--- src/sv/slfr_pkg.sv ---
`timescale 1ns / 1ps
// Shared types, codes and constants of the sync/length frame receiver.
package slfr_pkg;

   localparam int unsigned SLFR_SLOT_COUNT      = 3;
   localparam int unsigned SLFR_MAX_FRAME_BYTES = 131072;

   localparam logic [17:0] MAX_LEN_RESET = 18'd131072;

   localparam logic [7:0] SYNC_BYTE_0 = 8'hAA;
   localparam logic [7:0] SYNC_BYTE_1 = 8'hBB;
   localparam logic [7:0] SYNC_BYTE_2 = 8'hCC;
   localparam logic [7:0] SYNC_BYTE_3 = 8'hDD;

   typedef enum logic [2:0] {
      REQ_BYTE    = 3'd0,
      REQ_ACQUIRE = 3'd1,
      REQ_RELEASE = 3'd2,
      REQ_READ    = 3'd3,
      REQ_ABORT   = 3'd4
   } req_code_type;

   typedef enum logic [2:0] {
      STS_NOTHING   = 3'd0,
      STS_PUBLISHED = 3'd1,
      STS_BAD_LEN   = 3'd2,
      STS_DROPPING  = 3'd3,
      STS_ABORTED   = 3'd4,
      STS_GRANTED   = 3'd5,
      STS_NONE_RDY  = 3'd6
   } status_type;

   typedef enum logic [1:0] {
      PH_SYNC    = 2'd0,
      PH_LEN     = 2'd1,
      PH_PAYLOAD = 2'd2,
      PH_DROP    = 2'd3
   } phase_type;

   typedef enum logic [1:0] {
      ST_FREE      = 2'd0,
      ST_RECEIVING = 2'd1,
      ST_READY     = 2'd2,
      ST_READING   = 2'd3
   } slot_state_type;

   typedef struct packed {
      status_type  status;
      logic [1:0]  slot_index;
      logic [17:0] frame_len;
      logic [31:0] frame_seq;
      logic        read_ok;
   } result_type;

   function automatic logic [7:0] sync_byte(input logic [1:0] idx);
      logic [7:0] b;
      unique case (idx)
         2'd0:    b = SYNC_BYTE_0;
         2'd1:    b = SYNC_BYTE_1;
         2'd2:    b = SYNC_BYTE_2;
         default: b = SYNC_BYTE_3;
      endcase
      return b;
   endfunction

endpackage

--- src/sv/slfr_engine.sv ---
`timescale 1ns / 1ps
// Receiver phase machine, slot table and frame counter; one transfer per cycle while step is high.
module slfr_engine import slfr_pkg::*; #(
   parameter int unsigned SLOT_COUNT      = SLFR_SLOT_COUNT,
   parameter int unsigned MAX_FRAME_BYTES = SLFR_MAX_FRAME_BYTES,
   localparam int unsigned AW = $clog2(SLOT_COUNT * MAX_FRAME_BYTES)
) (
   input  logic              clock,
   input  logic              reset,
   input  logic              csr_write_enable,
   input  logic [17:0]       csr_write_data,
   input  logic              step,
   input  logic [2:0]        req_type,
   input  logic [7:0]        req_rx_byte,
   input  logic [1:0]        req_read_slot,
   input  logic [16:0]       req_read_offset,
   output result_type        result,
   output logic              mem_we,
   output logic              mem_re,
   output logic [AW-1:0]     mem_addr,
   output logic [7:0]        mem_wdata
);

   localparam int unsigned SW = $clog2(SLOT_COUNT);
   localparam int unsigned CW = $clog2(MAX_FRAME_BYTES + 1);

   logic [17:0]    max_len_ff,     max_len_in;
   phase_type      phase_ff,       phase_in;
   logic [1:0]     sync_count_ff,  sync_count_in;
   logic [1:0]     len_count_ff,   len_count_in;
   logic [31:0]    len_accum_ff,   len_accum_in;
   logic [CW-1:0]  pay_count_ff,   pay_count_in;
   logic [SW-1:0]  target_ff,      target_in;
   slot_state_type slot_state_ff [SLOT_COUNT];
   slot_state_type slot_state_in [SLOT_COUNT];
   logic [17:0]    slot_size_ff   [SLOT_COUNT];
   logic [17:0]    slot_size_in   [SLOT_COUNT];
   logic [31:0]    slot_num_ff    [SLOT_COUNT];
   logic [31:0]    slot_num_in    [SLOT_COUNT];
   logic [31:0]    frame_count_ff, frame_count_in;

   logic              free_found;
   logic [SW-1:0]     free_idx;
   logic              rdy_found;
   logic [SW-1:0]     rdy_idx;
   logic              rdg_found;
   logic [SW-1:0]     rdg_idx;
   logic [31:0]       accum_next;
   logic [CW-1:0]     count_next;
   logic [SLOT_COUNT-1:0] ready_vec;
   logic [SLOT_COUNT-1:0] recv_vec;

   always_comb begin
      free_found = 1'b0;
      free_idx   = '0;
      rdg_found  = 1'b0;
      rdg_idx    = '0;
      for (int i = SLOT_COUNT - 1; i >= 0; i--) begin
         if (slot_state_ff[i] == ST_FREE) begin
            free_found = 1'b1;
            free_idx   = SW'(i);
         end
         if (slot_state_ff[i] == ST_READING) begin
            rdg_found = 1'b1;
            rdg_idx   = SW'(i);
         end
      end
      rdy_found = 1'b0;
      rdy_idx   = '0;
      for (int i = 0; i < SLOT_COUNT; i++) begin
         if (slot_state_ff[i] == ST_READY &&
             (!rdy_found || slot_num_ff[i] > slot_num_ff[rdy_idx])) begin
            rdy_found = 1'b1;
            rdy_idx   = SW'(i);
         end
      end
      for (int i = 0; i < SLOT_COUNT; i++) begin
         ready_vec[i] = (slot_state_ff[i] == ST_READY);
         recv_vec[i]  = (slot_state_ff[i] == ST_RECEIVING);
      end
   end

   assign accum_next = len_accum_ff | (32'(req_rx_byte) << {len_count_ff, 3'b000});
   assign count_next = pay_count_ff + 1'b1;

   always_comb begin
      max_len_in     = csr_write_enable ? csr_write_data : max_len_ff;
      phase_in       = phase_ff;
      sync_count_in  = sync_count_ff;
      len_count_in   = len_count_ff;
      len_accum_in   = len_accum_ff;
      pay_count_in   = pay_count_ff;
      target_in      = target_ff;
      slot_state_in  = slot_state_ff;
      slot_size_in   = slot_size_ff;
      slot_num_in    = slot_num_ff;
      frame_count_in = frame_count_ff;
      result         = '0;
      result.status  = STS_NOTHING;
      mem_we         = 1'b0;
      mem_re         = 1'b0;
      mem_addr       = AW'(AW'(target_ff) * AW'(MAX_FRAME_BYTES) + AW'(pay_count_ff));
      mem_wdata      = req_rx_byte;
      if (step) begin
         unique case (req_type)
            REQ_BYTE: begin
               unique case (phase_ff)
                  PH_SYNC: begin
                     if (req_rx_byte == sync_byte(sync_count_ff)) begin
                        if (sync_count_ff == 2'd3) begin
                           phase_in      = PH_LEN;
                           sync_count_in = '0;
                           len_count_in  = '0;
                           len_accum_in  = '0;
                        end else begin
                           sync_count_in = sync_count_ff + 2'd1;
                        end
                     end else begin
                        sync_count_in = (req_rx_byte == SYNC_BYTE_0) ? 2'd1 : 2'd0;
                     end
                  end
                  PH_LEN: begin
                     len_accum_in = accum_next;
                     if (len_count_ff != 2'd3) begin
                        len_count_in = len_count_ff + 2'd1;
                     end else begin
                        len_count_in = '0;
                        if (accum_next == 32'd0 || accum_next > 32'(max_len_ff) ||
                            accum_next > 32'(MAX_FRAME_BYTES)) begin
                           phase_in      = PH_SYNC;
                           len_accum_in  = '0;
                           pay_count_in  = '0;
                           result.status = STS_BAD_LEN;
                        end else begin
                           pay_count_in = '0;
                           if (free_found) begin
                              slot_state_in[free_idx] = ST_RECEIVING;
                              target_in               = free_idx;
                              phase_in                = PH_PAYLOAD;
                           end else begin
                              phase_in      = PH_DROP;
                              result.status = STS_DROPPING;
                           end
                        end
                     end
                  end
                  PH_DROP: begin
                     pay_count_in  = count_next;
                     result.status = STS_DROPPING;
                     if (32'(count_next) >= len_accum_ff) begin
                        phase_in     = PH_SYNC;
                        len_accum_in = '0;
                        pay_count_in = '0;
                     end
                  end
                  default: begin
                     mem_we       = 1'b1;
                     pay_count_in = count_next;
                     if (32'(count_next) >= len_accum_ff) begin
                        for (int i = 0; i < SLOT_COUNT; i++) begin
                           if (i != int'(target_ff) && slot_state_ff[i] == ST_READY) begin
                              slot_state_in[i] = ST_FREE;
                              slot_size_in[i]  = '0;
                           end
                        end
                        slot_size_in[target_ff]  = 18'(len_accum_ff);
                        slot_num_in[target_ff]   = frame_count_ff + 32'd1;
                        slot_state_in[target_ff] = ST_READY;
                        frame_count_in           = frame_count_ff + 32'd1;
                        phase_in                 = PH_SYNC;
                        len_accum_in             = '0;
                        pay_count_in             = '0;
                        result.status            = STS_PUBLISHED;
                        result.slot_index        = 2'(target_ff);
                        result.frame_len         = 18'(len_accum_ff);
                        result.frame_seq         = frame_count_ff + 32'd1;
                     end
                  end
               endcase
            end
            REQ_ACQUIRE: begin
               if (rdy_found) begin
                  slot_state_in[rdy_idx] = ST_READING;
                  result.status          = STS_GRANTED;
                  result.slot_index      = 2'(rdy_idx);
                  result.frame_len       = slot_size_ff[rdy_idx];
                  result.frame_seq       = slot_num_ff[rdy_idx];
               end else begin
                  result.status = STS_NONE_RDY;
               end
            end
            REQ_RELEASE: begin
               if (rdg_found) begin
                  slot_state_in[rdg_idx] = ST_FREE;
                  slot_size_in[rdg_idx]  = '0;
               end
            end
            REQ_READ: begin
               mem_re   = 1'b1;
               mem_addr = AW'(AW'(req_read_slot) * AW'(MAX_FRAME_BYTES) +
                              AW'(req_read_offset));
               result.read_ok = (32'(req_read_slot) < 32'(SLOT_COUNT)) &&
                                (32'(req_read_offset) < 32'(MAX_FRAME_BYTES));
            end
            REQ_ABORT: begin
               if (phase_ff != PH_SYNC) begin
                  if (phase_ff == PH_PAYLOAD && slot_state_ff[target_ff] == ST_RECEIVING) begin
                     slot_state_in[target_ff] = ST_FREE;
                  end
                  phase_in      = PH_SYNC;
                  sync_count_in = '0;
                  len_count_in  = '0;
                  len_accum_in  = '0;
                  pay_count_in  = '0;
                  result.status = STS_ABORTED;
               end
            end
            default: begin
            end
         endcase
      end
   end

   always_ff @(posedge clock) begin
      if (reset) begin
         max_len_ff     <= MAX_LEN_RESET;
         phase_ff       <= PH_SYNC;
         sync_count_ff  <= '0;
         len_count_ff   <= '0;
         len_accum_ff   <= '0;
         pay_count_ff   <= '0;
         target_ff      <= '0;
         frame_count_ff <= '0;
         for (int i = 0; i < SLOT_COUNT; i++) begin
            slot_state_ff[i] <= ST_FREE;
            slot_size_ff[i]  <= '0;
            slot_num_ff[i]   <= '0;
         end
      end else begin
         max_len_ff     <= max_len_in;
         phase_ff       <= phase_in;
         sync_count_ff  <= sync_count_in;
         len_count_ff   <= len_count_in;
         len_accum_ff   <= len_accum_in;
         pay_count_ff   <= pay_count_in;
         target_ff      <= target_in;
         frame_count_ff <= frame_count_in;
         slot_state_ff  <= slot_state_in;
         slot_size_ff   <= slot_size_in;
         slot_num_ff    <= slot_num_in;
      end
   end

   a_one_receiving: assert property (@(posedge clock) disable iff (reset)
      $countones(recv_vec) <= 1)
      else $error("more than one slot receiving");

   a_one_ready: assert property (@(posedge clock) disable iff (reset)
      $countones(ready_vec) <= 1)
      else $error("more than one slot ready");

   a_target_receiving: assert property (@(posedge clock) disable iff (reset)
      phase_ff == PH_PAYLOAD |-> slot_state_ff[target_ff] == ST_RECEIVING)
      else $error("payload phase without a receiving slot");

   a_publish_count: assert property (@(posedge clock) disable iff (reset)
      step && result.status == STS_PUBLISHED |=>
         frame_count_ff == $past(frame_count_ff) + 32'd1)
      else $error("frame counter did not advance on publish");

endmodule

--- config.mk ---
export PLATFORM = sky130hd
export DESIGN_NAME = slfr_engine
export DESIGN_NICKNAME = d
export VERILOG_FILES = /design/src/sv/slfr_pkg.sv /design/src/sv/slfr_engine.sv
export SDC_FILE = /design/constraint.sdc
export NUM_CORES = 1
export LEC_CHECK = 0
export BUFFER_PORTS_ARGS = -buffer_cell sky130_fd_sc_hd__buf_4
export CORE_ASPECT_RATIO = 0.8
export CORE_MARGIN = 5
export CORE_UTILIZATION = 60
export DETAILED_ROUTE_END_ITERATION = 12
export PLACE_DENSITY_LB_ADDON = 0.15
export SLEW_MARGIN = 0
export SYNTH_ARGS = -nofsm -noshare
export SYNTH_HDL_FRONTEND = slang
export SYNTH_SLANG_ARGS = --single-unit
--- constraint.sdc ---
create_clock -name clock -period 7 [get_ports clock]
set_clock_uncertainty 0.1 [all_clocks]
set_input_delay 0.7 -clock clock [delete_from_list [all_inputs] [get_ports clock]]
set_output_delay 0.7 -clock clock [all_outputs]
set_load 0.05 [all_outputs]
## Word level (Yosys, flattened, before mapping)

Cells that the tools add are included.

| storage, ports and cells | value |
|---|---|
| logic and storage cells | 284 |
| latch bits | 0 |
| ROM bits | 0 |
| input bits | 52 |
| memory bits (writable) | 0 |
| memories | 0 |
| bits in registers | 264 |

| operators by class | value |
|---|---|
| bitwise gates (word level) | 22 |
| add/sub/neg operators | 6 |
| reduce and logical (&&, ||, !) cells | 39 |
| $lt $le $gt $ge | 15 |
| div/mod/pow operators | 0 |
| shifts and indexed selects | 1 |
| equality and inequality tests | 39 |
| multiply operators | 0 |
| multiplexer cells | 145 |

Operators by type and width:

| cell | number |
|---|---|
| two-way mux 18 bit | 22 |
| two-way mux 32 bit | 11 |
| two-way mux 54 bit | 3 |
| binary-select mux 32 bit (select 2 bit) | 2 |
| one-hot mux 32 bit (2 select lines) | 2 |
| one-hot mux 54 bit (2 select lines) | 1 |
| two-way mux 52 bit | 2 |
| one-hot mux 52 bit (2 select lines) | 1 |
| bitwise mux 96 bit | 1 |
| two-way mux 2 bit | 44 |
| demux 18 bit (select 2 bit) | 2 |
| one-hot mux 18 bit (2 select lines) | 2 |
| demux 32 bit (select 2 bit) | 1 |
| greater-than comparator 32 bit | 2 |
| two-way mux 56 bit | 1 |
| bitwise AND 54 bit | 1 |
| bitwise mux 54 bit | 1 |
| NOT 54 bit | 1 |
| two-way mux 53 bit | 1 |
| two-way mux 6 bit | 8 |
| two-way mux 19 bit | 2 |
| binary-select mux 18 bit (select 2 bit) | 1 |
| adder 32 x 1 -> 32 bit (second input constant) | 1 |
| greater-or-equal comparator 18 x 32 -> 1 bit | 1 |
| other kinds (59) | 153 |

## Logic depth before layout (Yosys ltp)

Gate-level depths: netlist of the first run.

| logic depth | value |
|---|---|
| word-level depth | 22 |
| mapped depth | 20 |
| mapped depth without buffers | 17 |

## Worst setup path after synthesis of the first run

OpenSTA, ideal clock, no wires.

| timing | value |
|---|---|
| kind | flip-flop to output port |
| from | reg slot_num_ff[79] (netlist name) |
| to | out result[1] (netlist name) |
| arrival | 4.785 ns |
| stages on the path, launching flop included | 21 |
| slack | 1.415 ns |
| path buffers | 4 |
| required time | 6.200 ns |
| cells stage by stage | dfxtp_1 > inv_1 > ha_1 > nand4_1 > or4_1 > nor3_1 > a31oi_1 > o21ai_1 > buf_2 > buf_4 > mux2i_1 > ha_1 > a21oi_1 > nand2_1 > a221oi_1 > o211ai_1 > o21ai_1 > clkbuf_1 > clkbuf_1 > o21ai_0 > o22ai_1 |

RTL lines:

| element | line | text |
|---|---|---|
| from (decl) | slfr_engine.sv:38 | `logic [31:0] slot_num_ff [SLOT_COUNT];` |
| from (signal assigned) | slfr_engine.sv:250 | `slot_num_ff <= slot_num_in;` |
| to (decl) | slfr_engine.sv:17 | `output result_type result,` |

==> flow_summary.html, run 1 <==
<table>
<tr><th>Metric</th><th>Value</th></tr>
<tr><th colspan="2">Outcome</th></tr>
<tr><td>Outcome</td><td>complete, no violations</td></tr>
<tr><th colspan="2">Floorplanning</th></tr>
<tr><td>Number of core rows</td><td>53</td></tr>
<tr><td>Die width</td><td>192.2 µm</td></tr>
<tr><td>Die Y-Extent</td><td>155.8 µm</td></tr>
<tr><td>Starting utilization of the core area</td><td>60.83%</td></tr>
<tr><td>Core area</td><td>26190 µm²</td></tr>
<tr><td>DIE AREA</td><td>29940 µm²</td></tr>
<tr><td>Number of top-level design ports</td><td>137</td></tr>
<tr><th colspan="2">Worst setup path</th></tr>
<tr><td>Crit-path slowest cell</td><td>or4_1</td></tr>
<tr><td>Worst R2R Path Depth</td><td>19</td></tr>
<tr><td>Reg2Reg Launch Point</td><td>slot_num_ff[77]</td></tr>
<tr><td>Maximum single-stage delay on the critical path</td><td>0.65 ns</td></tr>
<tr><td>Largest fanout on the critical path</td><td>77</td></tr>
<tr><td>Ordered cell list for the critical path</td><td>inv_1 &gt; ha_1 &gt; nand4_1 &gt; or4_1 &gt; nor3_1 &gt; a31oi_1 &gt; o21ai_4 &gt; buf_6 &gt; mux2_1 &gt; ha_1 &gt; nor2b_1 &gt; o211ai_1 &gt; a2111o_1 &gt; a31oi_2 &gt; o21ai_4 &gt; buf_12 &gt; nor2_1 &gt; a31oi_1 &gt; nor2b_1 &gt; buf_4</td></tr>
<tr><td>Launch point of the worst path</td><td>slot_num_ff[77]</td></tr>
<tr><td>Endpoint of the most critical register-to-register path</td><td>slot_state_ff[0]</td></tr>
<tr><td>CP Class</td><td>reg -&gt; out</td></tr>
<tr><td>Worst Path Required</td><td>6.20 ns</td></tr>
<tr><td>Register-to-Register Setup Slack</td><td>1.65 ns</td></tr>
<tr><td>Data arrival time at the worst-slack endpoint</td><td>5.99 ns</td></tr>
<tr><td>Sort of element at the start of the critical path</td><td>flop</td></tr>
<tr><td>CP Capture Type</td><td>output pin</td></tr>
<tr><th colspan="2">Cells and area</th></tr>
<tr><td>Number of diodes added for antenna fixing</td><td>0</td></tr>
<tr><td>Final cell count without fillers</td><td>2380</td></tr>
<tr><td>Area growth from synthesis to layout</td><td>11.79%</td></tr>
<tr><td>Share of post-route cells with drive strength above 1</td><td>12.06%</td></tr>
<tr><td>Post-route standard cell area excluding fillers</td><td>17810 µm²</td></tr>
<tr><td>FILL cells</td><td>2174</td></tr>
<tr><td>Post-route core utilization</td><td>68.01%</td></tr>
<tr><td>NumNets Final</td><td>2167</td></tr>
<tr><th colspan="2">Power and ir drop</th></tr>
<tr><td>Final total power</td><td>0.003099 W</td></tr>
<tr><td>Leakage dissipation</td><td>7.005 nW</td></tr>
<tr><td>Worst IR Drop VDD</td><td>153.3 µV</td></tr>
<tr><td>Power density over cell area</td><td>174.0 nW/µm²</td></tr>
<tr><th colspan="2">Hold path</th></tr>
<tr><td>Class of the most critical hold timing path</td><td>in -&gt; reg</td></tr>
<tr><td>Hold Path Depth</td><td>3</td></tr>
<tr><td>Worst hold path startpoint</td><td>csr_write_data[8]</td></tr>
<tr><td>Terminating pin of the worst hold path</td><td>max_len_ff[8]</td></tr>
<tr><th colspan="2">Clocking</th></tr>
<tr><td>Clock root buffer</td><td>clkbuf_16</td></tr>
<tr><td>Insertion delay of the later-clocked pin in the worst-skew pair</td><td>0.53 ns</td></tr>
<tr><td>Register clock-pin slew on the reported worst setup and hold paths</td><td>0.06 ns</td></tr>
<tr><td>TritonCTS clock tree</td><td>done</td></tr>
<tr><td>Depth of the CTS H-tree</td><td>1</td></tr>
<tr><td>TritonCTS Buffers</td><td>27</td></tr>
<tr><td>Count of clock tree sinks</td><td>264</td></tr>
<tr><td>Bufs on Longest Clock Path</td><td>3</td></tr>
<tr><th colspan="2">Timing</th></tr>
<tr><td>Time the final worst path needs with I/O delays and setup</td><td>6.786 ns</td></tr>
<tr><td>Final cycle utilization of the critical path</td><td>96.94%</td></tr>
<tr><td>Fmax</td><td>147.4 MHz</td></tr>
<tr><td>Slew at the pin closest to its max-slew limit</td><td>1.270 ns</td></tr>
<tr><td>Unrepaired setup endpoints after global routing</td><td>false</td></tr>
<tr><td>Count of final max-slew check failures</td><td>0</td></tr>
<tr><td>Worst slew slack as a fraction of its limit</td><td>15.05%</td></tr>
<tr><td>Setup total negative slack</td><td>0 ns</td></tr>
<tr><td>Number of failing hold endpoints at the final stage</td><td>0</td></tr>
<tr><td>Final setup violation count</td><td>0</td></tr>
<tr><th colspan="2">Route</th></tr>
<tr><td>Routed via count divided by cell count</td><td>6.218</td></tr>
<tr><td>DR iter-0 viols</td><td>1396</td></tr>
<tr><td>Total via count in the routed design</td><td>14800</td></tr>
<tr><td>Drc violations</td><td>0</td></tr>
<tr><td>Detailed Route WL</td><td>45710 µm</td></tr>
<tr><td>Post-DR wirelength/cell</td><td>19.21 µm</td></tr>
<tr><td>Remaining antenna violation count after routing</td><td>0</td></tr>
<tr><td>First-pass detailed-route iteration total</td><td>6</td></tr>
<tr><th colspan="2">Placement</th></tr>
<tr><td>Placed insts</td><td>2330</td></tr>
<tr><td>Cell Area, Placed</td><td>16920 µm²</td></tr>
<tr><td>DPL Wire Length</td><td>32110 µm</td></tr>
<tr><td>GP Congestion</td><td>0.9614</td></tr>
<tr><td>I/O Buffers</td><td>136</td></tr>
<tr><th colspan="2">Logic synthesis</th></tr>
<tr><td>Number of storage elements in the synthesis netlist</td><td>264</td></tr>
<tr><td>Warnings, synthesis</td><td>0</td></tr>
<tr><td>Asr flop ratio synth</td><td>0%</td></tr>
<tr><td>Netlist Area Pre-Place</td><td>15930 µm²</td></tr>
<tr><td>Netlist cell types</td><td>76</td></tr>
<tr><td>Leading register cell type out of synthesis</td><td>dfxtp_1</td></tr>
<tr><td>Cell count after synthesis</td><td>1959</td></tr>
<tr><td>Share of the synthesized area in the top cell type</td><td>33.17%</td></tr>
<tr><td>Post-synthesis area per instance</td><td>8.134 µm²</td></tr>
<tr><td>Number of nets produced by synthesis</td><td>2123</td></tr>
<tr><td>Seq/Total Area, Yosys</td><td>33.17%</td></tr>
<tr><td>Dominant cell type by area after synthesis</td><td>dfxtp_1</td></tr>
<tr><td>Number of enable-type register cells in the synthesized netlist</td><td>0</td></tr>
<tr><td>Area contributors post-synth</td><td>dfxtp_1, ha_1, nor2_1</td></tr>
<tr><th colspan="2">GRT</th></tr>
<tr><td>Total GRT Usage</td><td>29.31%</td></tr>
<tr><td>Pin count of the biggest net entering global routing</td><td>96</td></tr>
<tr><td>First-pass GRT wire length</td><td>72310 µm</td></tr>
<tr><td>Number of global-route vias before repair</td><td>13770</td></tr>
<tr><td>Total overflow reported by the global router</td><td>0</td></tr>
<tr><td>Initial antenna violation count</td><td>0</td></tr>
<tr><th colspan="2">Job</th></tr>
<tr><td>Max_cap viols</td><td>0</td></tr>
</table>
==> area by class of cell <==
cell class                      count  area (µm²)  area share, %
Inverter                          108       405.4          2.276
Timing Repair Buffer              157        1199          6.729
Tap cell                          357       446.7          2.508
Sequential cell                   264        5285          29.67
Clock buffer                       41       798.3          4.481
Multi-Input combinational cell   1445        9612          53.96
Clock inverter                      8       67.56         0.3793
==> cell usage after synthesis (11+ instances only) <==
cell	n
a211oi_1	99
a21o_1	58
a21oi_1	92
a31oi_1	23
a32oi_1	56
and3_1	18
buf_2	28
buf_4	18
clkbuf_1	87
dfxtp_1	264
ha_1	112
inv_1	105
mux2i_1	75
nand2_1	143
nand3_1	41
nand4_1	28
nor2_1	260
nor2b_1	29
nor3_1	22
o211ai_1	11
o21ai_0	87
o21ai_1	56
o2bb2ai_1	18
or3_1	17
xnor2_1	32
xor2_1	34
==> layer usage <==
layer	up-vias	share of wire (%)	GRT usage, %
met2	637	42	43.72
met1	6972	47	44.30
met3	72	9.0	5.168
met4	0	2.0	6.483
li1	7119	-	-
met5	-	0	0
==> report_power, final <==
group | internal [W] | leakage (nW) | switching (W)
Combinational | 0.0000555 | 4.45 | 0.000113
Clock | 0.000819 | 0.429 | 0.000598
Sequential | 0.00151 | 2.13 | 0.00000379
==> flip-flops by register name, indices dropped and copies added, names as in the netlist, 6 cells and up <==
name and flops:
slot_state_ff 6, slot_size_ff 54, len_accum_ff 32, slot_num_ff 96, max_len_ff 18, pay_count_ff 18
frame_count_ff 32
==> placed cells by master (no fill, tap or decap), drive strengths merged, types with 9 or more instances in the layout <==
master	instances
a311oi	9
nand3	42
inv	106
nor3	28
a21o	58
o21ai	147
clkbuf	41
or3	17
nor4	10
a32oi	56
o2bb2ai	18
and3	18
nand4	29
o211ai	13
mux2i	75
a21oi	97
nand2	143
nand2b	10
a211oi	100
xnor2	32
buf	157
nor2	263
ha	112
a31oi	23
a22oi	10
xor2	34
nor2b	29
dfxtp	264
==> cell families (layout without fill, tap and decap cells) <==
group	Yosys count	count (layout)	share of synthesized area (%)
AOI/OAI and AO/OA	578	579	24.89
buffers and inverters	251	314	6.887
xor gates and xnor gates	66	66	3.628
and+or+nand+nor	610	610	17.71
DFF	264	264	33.17
muxes	78	78	4.923
adders and majority gates	112	112	8.795
==> what timing repair did <==
action | 4_1_cts | 5_1_grt
endpoints found under the setup margin | 0 | 52
resized for setup | 0 | 3
setup buffers | 0 | 0
hold buffers | 0 | 0
==> metrics by stage <==
| stage | hold slack (ns) | worst slack [ns] |
|---|---|---|
| global placement | 0.3589 | 0.6489 |
| detailed placement | 0.3693 | 0.6473 |
| floorplan | 0.3485 | 1.415 |
| global route | 0.3088 | 0.07693 |
| finish | 0.3060 | 0.2142 |
| CTS | 0.2952 | 0.06024 |
==> worst max-delay path: cells and delay by family, from the launching register on <==
| family | cells | cell delay, ns |
|---|---|---|
| compound gates | 7 | 1.63 |
| fa+ha+maj | 2 | 0.48 |
| buf+inv | 4 | 0.91 |
| flops | 1 | 0.36 |
| mux | 1 | 0.39 |
| simple gates | 6 | 1.65 |
==> worst max-delay path by stage <==
stage	to	slack [ns]	cells after the start
after CTS	result[52]	0.06	20
after detailed placement	result[52]	0.65	20
after global routing	result[52]	0.08	20
final	result[52]	0.21	20
after global placement	result[52]	0.65	20
after floorplan	result[1]	1.42	20
Note: power is estimated with default switching activity, not from simulation.
==> run 2: changes to the inputs <==
--- a/config.mk
+++ b/config.mk
@@ -7,7 +7,7 @@
 export LEC_CHECK = 0
 export BUFFER_PORTS_ARGS = -buffer_cell sky130_fd_sc_hd__buf_4
 export CORE_ASPECT_RATIO = 0.8
-export CORE_MARGIN = 5
+export CORE_MARGIN = 2
 export CORE_UTILIZATION = 60
 export DETAILED_ROUTE_END_ITERATION = 12
 export PLACE_DENSITY_LB_ADDON = 0.15
==> run 2 against run 1 <==
  * Register-to-register slack better by 0.02 ns
  * Die area decreased by 6.9%
  * Non-clock buffer count increased by 2
  * Critical path type unchanged
  * Largest cell class unchanged
==> flow_summary.html, run 2 (same netlist as run 1, synthesis figures left out) <==
<table>
<tr><th>Metric</th><th>Value</th></tr>
<tr><th colspan="2">Cells and area</th></tr>
<tr><td>Area of combinational cells with multiple inputs</td><td>9589 µm²</td></tr>
<tr><td>Area growth from synthesis to layout</td><td>12.01%</td></tr>
<tr><td>Most common library cell in the layout ignoring fill and taps</td><td>dfxtp_1</td></tr>
<tr><td>NumNets Final</td><td>2168</td></tr>
<tr><td>Largest reg by FF count</td><td>slot_num_ff</td></tr>
<tr><td>Commonest cells after routing, fill and taps aside</td><td>dfxtp_1, nor2_1, buf_4</td></tr>
<tr><td>Number of diodes added for antenna fixing</td><td>0</td></tr>
<tr><td>Share of post-route cells with drive strength above 1</td><td>12.12%</td></tr>
<tr><td>Post-route standard cell area excluding fillers</td><td>17850 µm²</td></tr>
<tr><td>Number of flip-flops in the largest register</td><td>96</td></tr>
<tr><td>FILL cells</td><td>2204</td></tr>
<tr><td>Top flop regs</td><td>slot_num_ff: 96 flops, slot_size_ff: 54 flops</td></tr>
<tr><td>Register area</td><td>5285 µm²</td></tr>
<tr><th colspan="2">Route</th></tr>
<tr><td>Remaining antenna violation count after routing</td><td>0</td></tr>
<tr><td>Detailed Route WL</td><td>45230 µm</td></tr>
<tr><td>Routed via count divided by cell count</td><td>6.206</td></tr>
<tr><td>Drc violations</td><td>0</td></tr>
<tr><td>DR iter-0 viols</td><td>1547</td></tr>
<tr><td>Total via count in the routed design</td><td>14760</td></tr>
<tr><td>Post-DR wirelength/cell</td><td>19.01 µm</td></tr>
<tr><td>First-pass detailed-route iteration total</td><td>6</td></tr>
<tr><th colspan="2">Clocking</th></tr>
<tr><td>TritonCTS clock tree</td><td>done</td></tr>
<tr><td>Count of clock tree sinks</td><td>264</td></tr>
<tr><td>TritonCTS Buffers</td><td>27</td></tr>
<tr><td>Clock root buffer</td><td>clkbuf_16</td></tr>
<tr><td>Register clock-pin slew on the reported worst setup and hold paths</td><td>0.06 ns</td></tr>
<tr><td>Depth of the CTS H-tree</td><td>1</td></tr>
<tr><td>Insertion delay of the later-clocked pin in the worst-skew pair</td><td>0.54 ns</td></tr>
<tr><td>CTS hold repair buffers</td><td>0</td></tr>
<tr><td>Bufs on Longest Clock Path</td><td>3</td></tr>
<tr><th colspan="2">Worst setup path</th></tr>
<tr><td>Largest fanout on the critical path</td><td>37</td></tr>
<tr><td>Buffers plus inverters on the worst setup path</td><td>4</td></tr>
<tr><td>Data arrival time at the worst-slack endpoint</td><td>5.68 ns</td></tr>
<tr><td>Worst Path Required</td><td>6.20 ns</td></tr>
<tr><td>Logic depth of the worst path, buffers included</td><td>20</td></tr>
<tr><td>CP Capture Type</td><td>output pin</td></tr>
<tr><td>Worst R2R Path Depth</td><td>16</td></tr>
<tr><td>Maximum single-stage delay on the critical path</td><td>0.64 ns</td></tr>
<tr><td>Crit-path slowest cell</td><td>or4_1</td></tr>
<tr><td>CP Class</td><td>reg -&gt; out</td></tr>
<tr><td>Sort of element at the start of the critical path</td><td>flop</td></tr>
<tr><td>Register-to-Register Setup Slack</td><td>1.67 ns</td></tr>
<tr><td>Ordered cell list for the critical path</td><td>inv_1 &gt; ha_1 &gt; nand4_1 &gt; or4_1 &gt; nor3_1 &gt; a31oi_1 &gt; o21ai_4 &gt; buf_12 &gt; mux2i_1 &gt; ha_1 &gt; nand4_1 &gt; nor2_1 &gt; a22oi_1 &gt; a31oi_1 &gt; o21ai_4 &gt; buf_4 &gt; o21ai_0 &gt; a21o_1 &gt; o21ai_1 &gt; buf_4</td></tr>
<tr><td>Delay-heaviest family, CP</td><td>compound AO/OA/AOI/OAI gates</td></tr>
<tr><th colspan="2">Timing</th></tr>
<tr><td>Worst slew slack as a fraction of its limit</td><td>13.90%</td></tr>
<tr><td>Count of final max-slew check failures</td><td>0</td></tr>
<tr><td>Final setup violation count</td><td>0</td></tr>
<tr><td>Number of failing hold endpoints at the final stage</td><td>0</td></tr>
<tr><td>Unrepaired setup endpoints after global routing</td><td>false</td></tr>
<tr><td>Slew at the pin closest to its max-slew limit</td><td>1.287 ns</td></tr>
<tr><td>Setup total negative slack</td><td>0 ns</td></tr>
<tr><td>Final cycle utilization of the critical path</td><td>92.51%</td></tr>
<tr><td>Time the final worst path needs with I/O delays and setup</td><td>6.476 ns</td></tr>
<tr><td>Fmax</td><td>154.4 MHz</td></tr>
<tr><th colspan="2">GRT</th></tr>
<tr><td>Total overflow reported by the global router</td><td>0</td></tr>
<tr><td>Number of global-route vias before repair</td><td>13510</td></tr>
<tr><td>Total GRT Usage</td><td>31.99%</td></tr>
<tr><td>Initial antenna violation count</td><td>0</td></tr>
<tr><td>First-pass GRT wire length</td><td>71530 µm</td></tr>
<tr><td>Pin count of the biggest net entering global routing</td><td>121</td></tr>
<tr><th colspan="2">Placement</th></tr>
<tr><td>I/O Buffers</td><td>136</td></tr>
<tr><td>GP Congestion</td><td>0.9693</td></tr>
<tr><td>Cell Area, Placed</td><td>16910 µm²</td></tr>
<tr><td>DPL Wire Length</td><td>31700 µm</td></tr>
<tr><th colspan="2">Floorplanning</th></tr>
<tr><td>Starting utilization of the core area</td><td>60.83%</td></tr>
<tr><td>Core area</td><td>26190 µm²</td></tr>
<tr><td>Die Y-Extent</td><td>149.8 µm</td></tr>
<tr><td>Number of top-level design ports</td><td>137</td></tr>
<tr><td>DIE AREA</td><td>27880 µm²</td></tr>
<tr><td>Number of core rows</td><td>53</td></tr>
<tr><td>Die width</td><td>186.2 µm</td></tr>
<tr><th colspan="2">Power and ir drop</th></tr>
<tr><td>Worst IR Drop VDD</td><td>182.5 µV</td></tr>
<tr><td>Leakage dissipation</td><td>7.034 nW</td></tr>
<tr><td>Power density over cell area</td><td>178.2 nW/µm²</td></tr>
<tr><th colspan="2">Hold path</th></tr>
<tr><td>Class of the most critical hold timing path</td><td>in -&gt; reg</td></tr>
<tr><td>Hold Path Depth</td><td>3</td></tr>
<tr><th colspan="2">Job</th></tr>
<tr><td>Max_cap viols</td><td>0</td></tr>
<tr><th colspan="2">Outcome</th></tr>
<tr><td>Outcome</td><td>complete, no violations</td></tr>
</table>
==> run 2: changes by cell type in the layout (fill, tap and decap cells not counted), sizes merged <==
cell / previous run / this run
clkinv: 8 / 6
o21ai: 147 / 146
bufinv: 1 / 2
buf: 157 / 159
clkbuf: 41 / 40
==> run 2: routing by layer <==
layer	up-vias	GRT usage (%)	share of wire, %
li1	7114	-	-
met1	6935	47.93	47
met2	642	47.53	42
met3	72	5.817	9.3
met4	0	7.008	1.9
met5	-	0	0
==> run 2: per-stage QoR <==
step	setup slack, ns	utilization, %	hold WS [ns]	instances	total power [W]
5_1_grt	0.2022	68.14	0.2984	2379	0.003265
3_3_place_gp	0.7350	64.55	0.3580	2330	0.001709
6_report	0.5240	68.14	0.2956	2379	0.003180
4_1_cts	0.03842	68.03	0.2842	2377	0.003193
3_5_place_dp	0.6112	64.55	0.3680	2330	0.001712
2_1_floorplan	1.415	-	0.3485	1959	0.001659
==> run 2: worst paths after layout <==
| path | from | endpoint |
|---|---|---|
| setup / recovery | slot_num_ff[79] | result[38] |
| hold / removal | csr_write_data[10] | max_len_ff[10] |
| setup reg to reg | pay_count_ff[2] | slot_num_ff[21] |
| hold reg to reg | slot_size_ff[11] | slot_size_ff[11] |
==> run 2: power breakdown <==
part	total [W]	internal [W]	switching (W)	leakage (nW)
logic	0.000170	0.0000557	0.000114	4.45
clock network	0.00150	0.000882	0.000616	0.452
registers	0.00151	0.00151	0.00000398	2.13
total	0.00318	0.00245	0.000734	7.03
==> run 2: worst min-delay path, cell delays in order <==
cell and delay (ns):
buf_4 0.08, mux2i_1 0.05, nor2_1 0.07
==> run 2: repair_timing <==
item | CTS | global route
setup endpoints to repair | 0 | 51
buffers inserted | 0 | 2
resized for setup | 0 | 4
==> run 2: layout make-up <==
cell class	instances	share of cell area, %
multi-input cells	1444	53.73
flip-flops and latches	264	29.61
repair buffers	159	6.779
clock buffers	40	4.620
well taps	357	2.503
inverters	108	2.271
clock inverters	7	0.4907
==> run 3: changes to the inputs <==
--- a/config.mk
+++ b/config.mk
@@ -6,9 +6,11 @@
 export NUM_CORES = 1
 export LEC_CHECK = 0
 export BUFFER_PORTS_ARGS = -buffer_cell sky130_fd_sc_hd__buf_4
+export CELL_PAD_IN_SITES_DETAIL_PLACEMENT = 1
+export CELL_PAD_IN_SITES_GLOBAL_PLACEMENT = 2
 export CORE_ASPECT_RATIO = 0.8
 export CORE_MARGIN = 2
-export CORE_UTILIZATION = 60
+export CORE_UTILIZATION = 39
 export DETAILED_ROUTE_END_ITERATION = 12
 export PLACE_DENSITY_LB_ADDON = 0.15
 export SLEW_MARGIN = 0
==> run 3 against run 2 <==
  * Combinational power up 6%
  * Fmax decreased by 4.4%
  * Routed wire length up 22%
  * Global-route usage decreased by 6.3 points
  * Critical path depth is the same
  * Register-to-register slack barely moved
  * Critical endpoint is now result[52]
  * Largest cell class unchanged
  * Highest routed layer unchanged
==> flow_summary.html, run 3 (same netlist as run 1, synthesis figures left out) <==
<table>
<tr><th>Metric</th><th>Value</th></tr>
<tr><th colspan="2">Outcome</th></tr>
<tr><td>Outcome</td><td>complete, no violations</td></tr>
<tr><th colspan="2">Clocking</th></tr>
<tr><td>Insertion delay of the later-clocked pin in the worst-skew pair</td><td>0.58 ns</td></tr>
<tr><td>Register clock-pin slew on the reported worst setup and hold paths</td><td>0.06 ns</td></tr>
<tr><td>Count of clock tree sinks</td><td>264</td></tr>
<tr><td>TritonCTS clock tree</td><td>done</td></tr>
<tr><td>Depth of the CTS H-tree</td><td>1</td></tr>
<tr><td>TritonCTS Buffers</td><td>30</td></tr>
<tr><td>Bufs on Longest Clock Path</td><td>3</td></tr>
<tr><td>Clock root buffer</td><td>clkbuf_16</td></tr>
<tr><th colspan="2">Floorplanning</th></tr>
<tr><td>Number of top-level design ports</td><td>137</td></tr>
<tr><td>Die width</td><td>230.0 µm</td></tr>
<tr><td>DIE AREA</td><td>42500 µm²</td></tr>
<tr><td>Starting utilization of the core area</td><td>39.38%</td></tr>
<tr><td>Core area</td><td>40460 µm²</td></tr>
<tr><td>Number of core rows</td><td>66</td></tr>
<tr><td>Die Y-Extent</td><td>184.8 µm</td></tr>
<tr><th colspan="2">Route</th></tr>
<tr><td>Total via count in the routed design</td><td>14880</td></tr>
<tr><td>Detailed Route WL</td><td>55320 µm</td></tr>
<tr><td>Remaining antenna violation count after routing</td><td>0</td></tr>
<tr><td>Post-DR wirelength/cell</td><td>21.42 µm</td></tr>
<tr><td>Routed via count divided by cell count</td><td>5.764</td></tr>
<tr><td>DR iter-0 viols</td><td>823</td></tr>
<tr><td>First-pass detailed-route iteration total</td><td>5</td></tr>
<tr><td>Drc violations</td><td>0</td></tr>
<tr><th colspan="2">Timing</th></tr>
<tr><td>Final setup violation count</td><td>0</td></tr>
<tr><td>Final worst slack</td><td>0.2253 ns</td></tr>
<tr><td>Final cycle utilization of the critical path</td><td>96.78%</td></tr>
<tr><td>Fmax</td><td>147.6 MHz</td></tr>
<tr><td>Setup total negative slack</td><td>0 ns</td></tr>
<tr><td>Slew at the pin closest to its max-slew limit</td><td>1.145 ns</td></tr>
<tr><td>Smallest hold slack</td><td>0.2552 ns</td></tr>
<tr><td>Count of final max-slew check failures</td><td>0</td></tr>
<tr><td>Worst slew slack as a fraction of its limit</td><td>23.69%</td></tr>
<tr><td>Time the final worst path needs with I/O delays and setup</td><td>6.775 ns</td></tr>
<tr><td>Number of failing hold endpoints at the final stage</td><td>0</td></tr>
<tr><td>Unrepaired setup endpoints after global routing</td><td>false</td></tr>
<tr><th colspan="2">Worst setup path</th></tr>
<tr><td>Data arrival time at the worst-slack endpoint</td><td>5.97 ns</td></tr>
<tr><td>Worst Path Required</td><td>6.20 ns</td></tr>
<tr><td>Register-to-Register Setup Slack</td><td>1.68 ns</td></tr>
<tr><td>CP Capture Type</td><td>output pin</td></tr>
<tr><td>CP Class</td><td>reg -&gt; out</td></tr>
<tr><td>Largest fanout on the critical path</td><td>14</td></tr>
<tr><td>Sort of element at the start of the critical path</td><td>flop</td></tr>
<tr><th colspan="2">Placement</th></tr>
<tr><td>I/O Buffers</td><td>136</td></tr>
<tr><td>Worst slack at placement</td><td>0.5765 ns</td></tr>
<tr><td>DPL Wire Length</td><td>39700 µm</td></tr>
<tr><td>Cell Area, Placed</td><td>17190 µm²</td></tr>
<tr><td>GP Congestion</td><td>0.8545</td></tr>
<tr><th colspan="2">GRT</th></tr>
<tr><td>First-pass GRT wire length</td><td>86730 µm</td></tr>
<tr><td>Initial antenna violation count</td><td>0</td></tr>
<tr><td>Total overflow reported by the global router</td><td>0</td></tr>
<tr><td>Pin count of the biggest net entering global routing</td><td>92</td></tr>
<tr><td>Total GRT Usage</td><td>25.69%</td></tr>
<tr><td>Number of global-route vias before repair</td><td>14930</td></tr>
<tr><th colspan="2">Cells and area</th></tr>
<tr><td>Area growth from synthesis to layout</td><td>14.70%</td></tr>
<tr><td>Post-route standard cell area excluding fillers</td><td>18280 µm²</td></tr>
<tr><td>Share of post-route cells with drive strength above 1</td><td>12.48%</td></tr>
<tr><td>Top flop regs</td><td>slot_num_ff: 96 flops, slot_size_ff: 54 flops</td></tr>
<tr><td>Number of flip-flops in the largest register</td><td>96</td></tr>
<tr><td>Most common library cell in the layout ignoring fill and taps</td><td>dfxtp_1</td></tr>
<tr><td>NumNets Final</td><td>2176</td></tr>
<tr><td>Largest reg by FF count</td><td>slot_num_ff</td></tr>
<tr><td>Commonest cells after routing, fill and taps aside</td><td>dfxtp_1, nor2_1, buf_4</td></tr>
<tr><th colspan="2">Power and ir drop</th></tr>
<tr><td>Worst IR Drop VDD</td><td>172.9 µV</td></tr>
<tr><td>Leakage dissipation</td><td>7.115 nW</td></tr>
<tr><td>Power density over cell area</td><td>185.0 nW/µm²</td></tr>
<tr><th colspan="2">Hold path</th></tr>
<tr><td>Class of the most critical hold timing path</td><td>in -&gt; reg</td></tr>
<tr><th colspan="2">Job</th></tr>
<tr><td>Max_cap viols</td><td>0</td></tr>
</table>
-- run 3: per-layer routing --
layer,GRT usage (%),wire length [µm]
met3,3.541,2583
met1,38.59,28300
met4,5.290,986
met2,38.89,23450
met5,0,0
-- run 3: what timing repair did --
action / in CTS / in global routing
hold buffers: 0 / 0
endpoints found under the setup margin: 23 / 44
setup buffers: 2 / 1
gates cloned: 1 / 0
gates resized for setup: 0 / 1
pin swaps: 2 / 1
-- run 3: power breakdown --
group / internal, W / switching (W)
clock network: 0.000999 / 0.000688
logic: 0.0000568 / 0.000123
registers: 0.00151 / 0.00000451
total: 0.00256 / 0.000816
-- run 3: path summary, 6_finish.rpt --
kind / from / to / depth (start not counted)
max: slot_num_ff[77] / result[52] / 20
min: csr_write_data[15] / max_len_ff[15] / 3
max reg2reg: pay_count_ff[2] / slot_num_ff[22] / 16
min reg2reg: slot_size_ff[22] / slot_size_ff[22] / 2
-- run 3: final cells by class --
class                   count  area, µm²
fillers                  4858      22190
multi-input cells        1445       9605
flip-flops and latches    264       5285
repair buffers            163       1265
clock buffers              44      864.6
well taps                 544      680.7
inverters                 108      405.4
clock inverters            11      162.7
diodes                      3      7.507
-- run 3: per-stage QoR --
step	total power (W)	instances	util, %
after floorplan	0.001659	1959	-
after global placement	0.001721	2520	42.49
after detailed placement	0.001725	2520	42.49
after CTS	0.003409	2578	45.11
after global routing	0.003486	2579	45.15
final	0.003381	2582	45.17
-- run 3: critical path: stages, from the launching register on --
cell and delay [ns]:
dfxtp_1 0.36, inv_1 0.06, ha_1 0.29, nand4_1 0.17
or4_1 0.61, a21o_1 0.18, a41oi_1 0.29, o21ai_4 0.12
buf_4 0.18, buf_4 0.17, buf_4 0.19, mux2i_1 0.15
ha_1 0.31, nand4_1 0.14, or4_1 0.53, a31oi_2 0.46
o21ai_2 0.34, nor2_1 0.28, a31oi_1 0.07, nor2b_1 0.24
buf_4 0.25
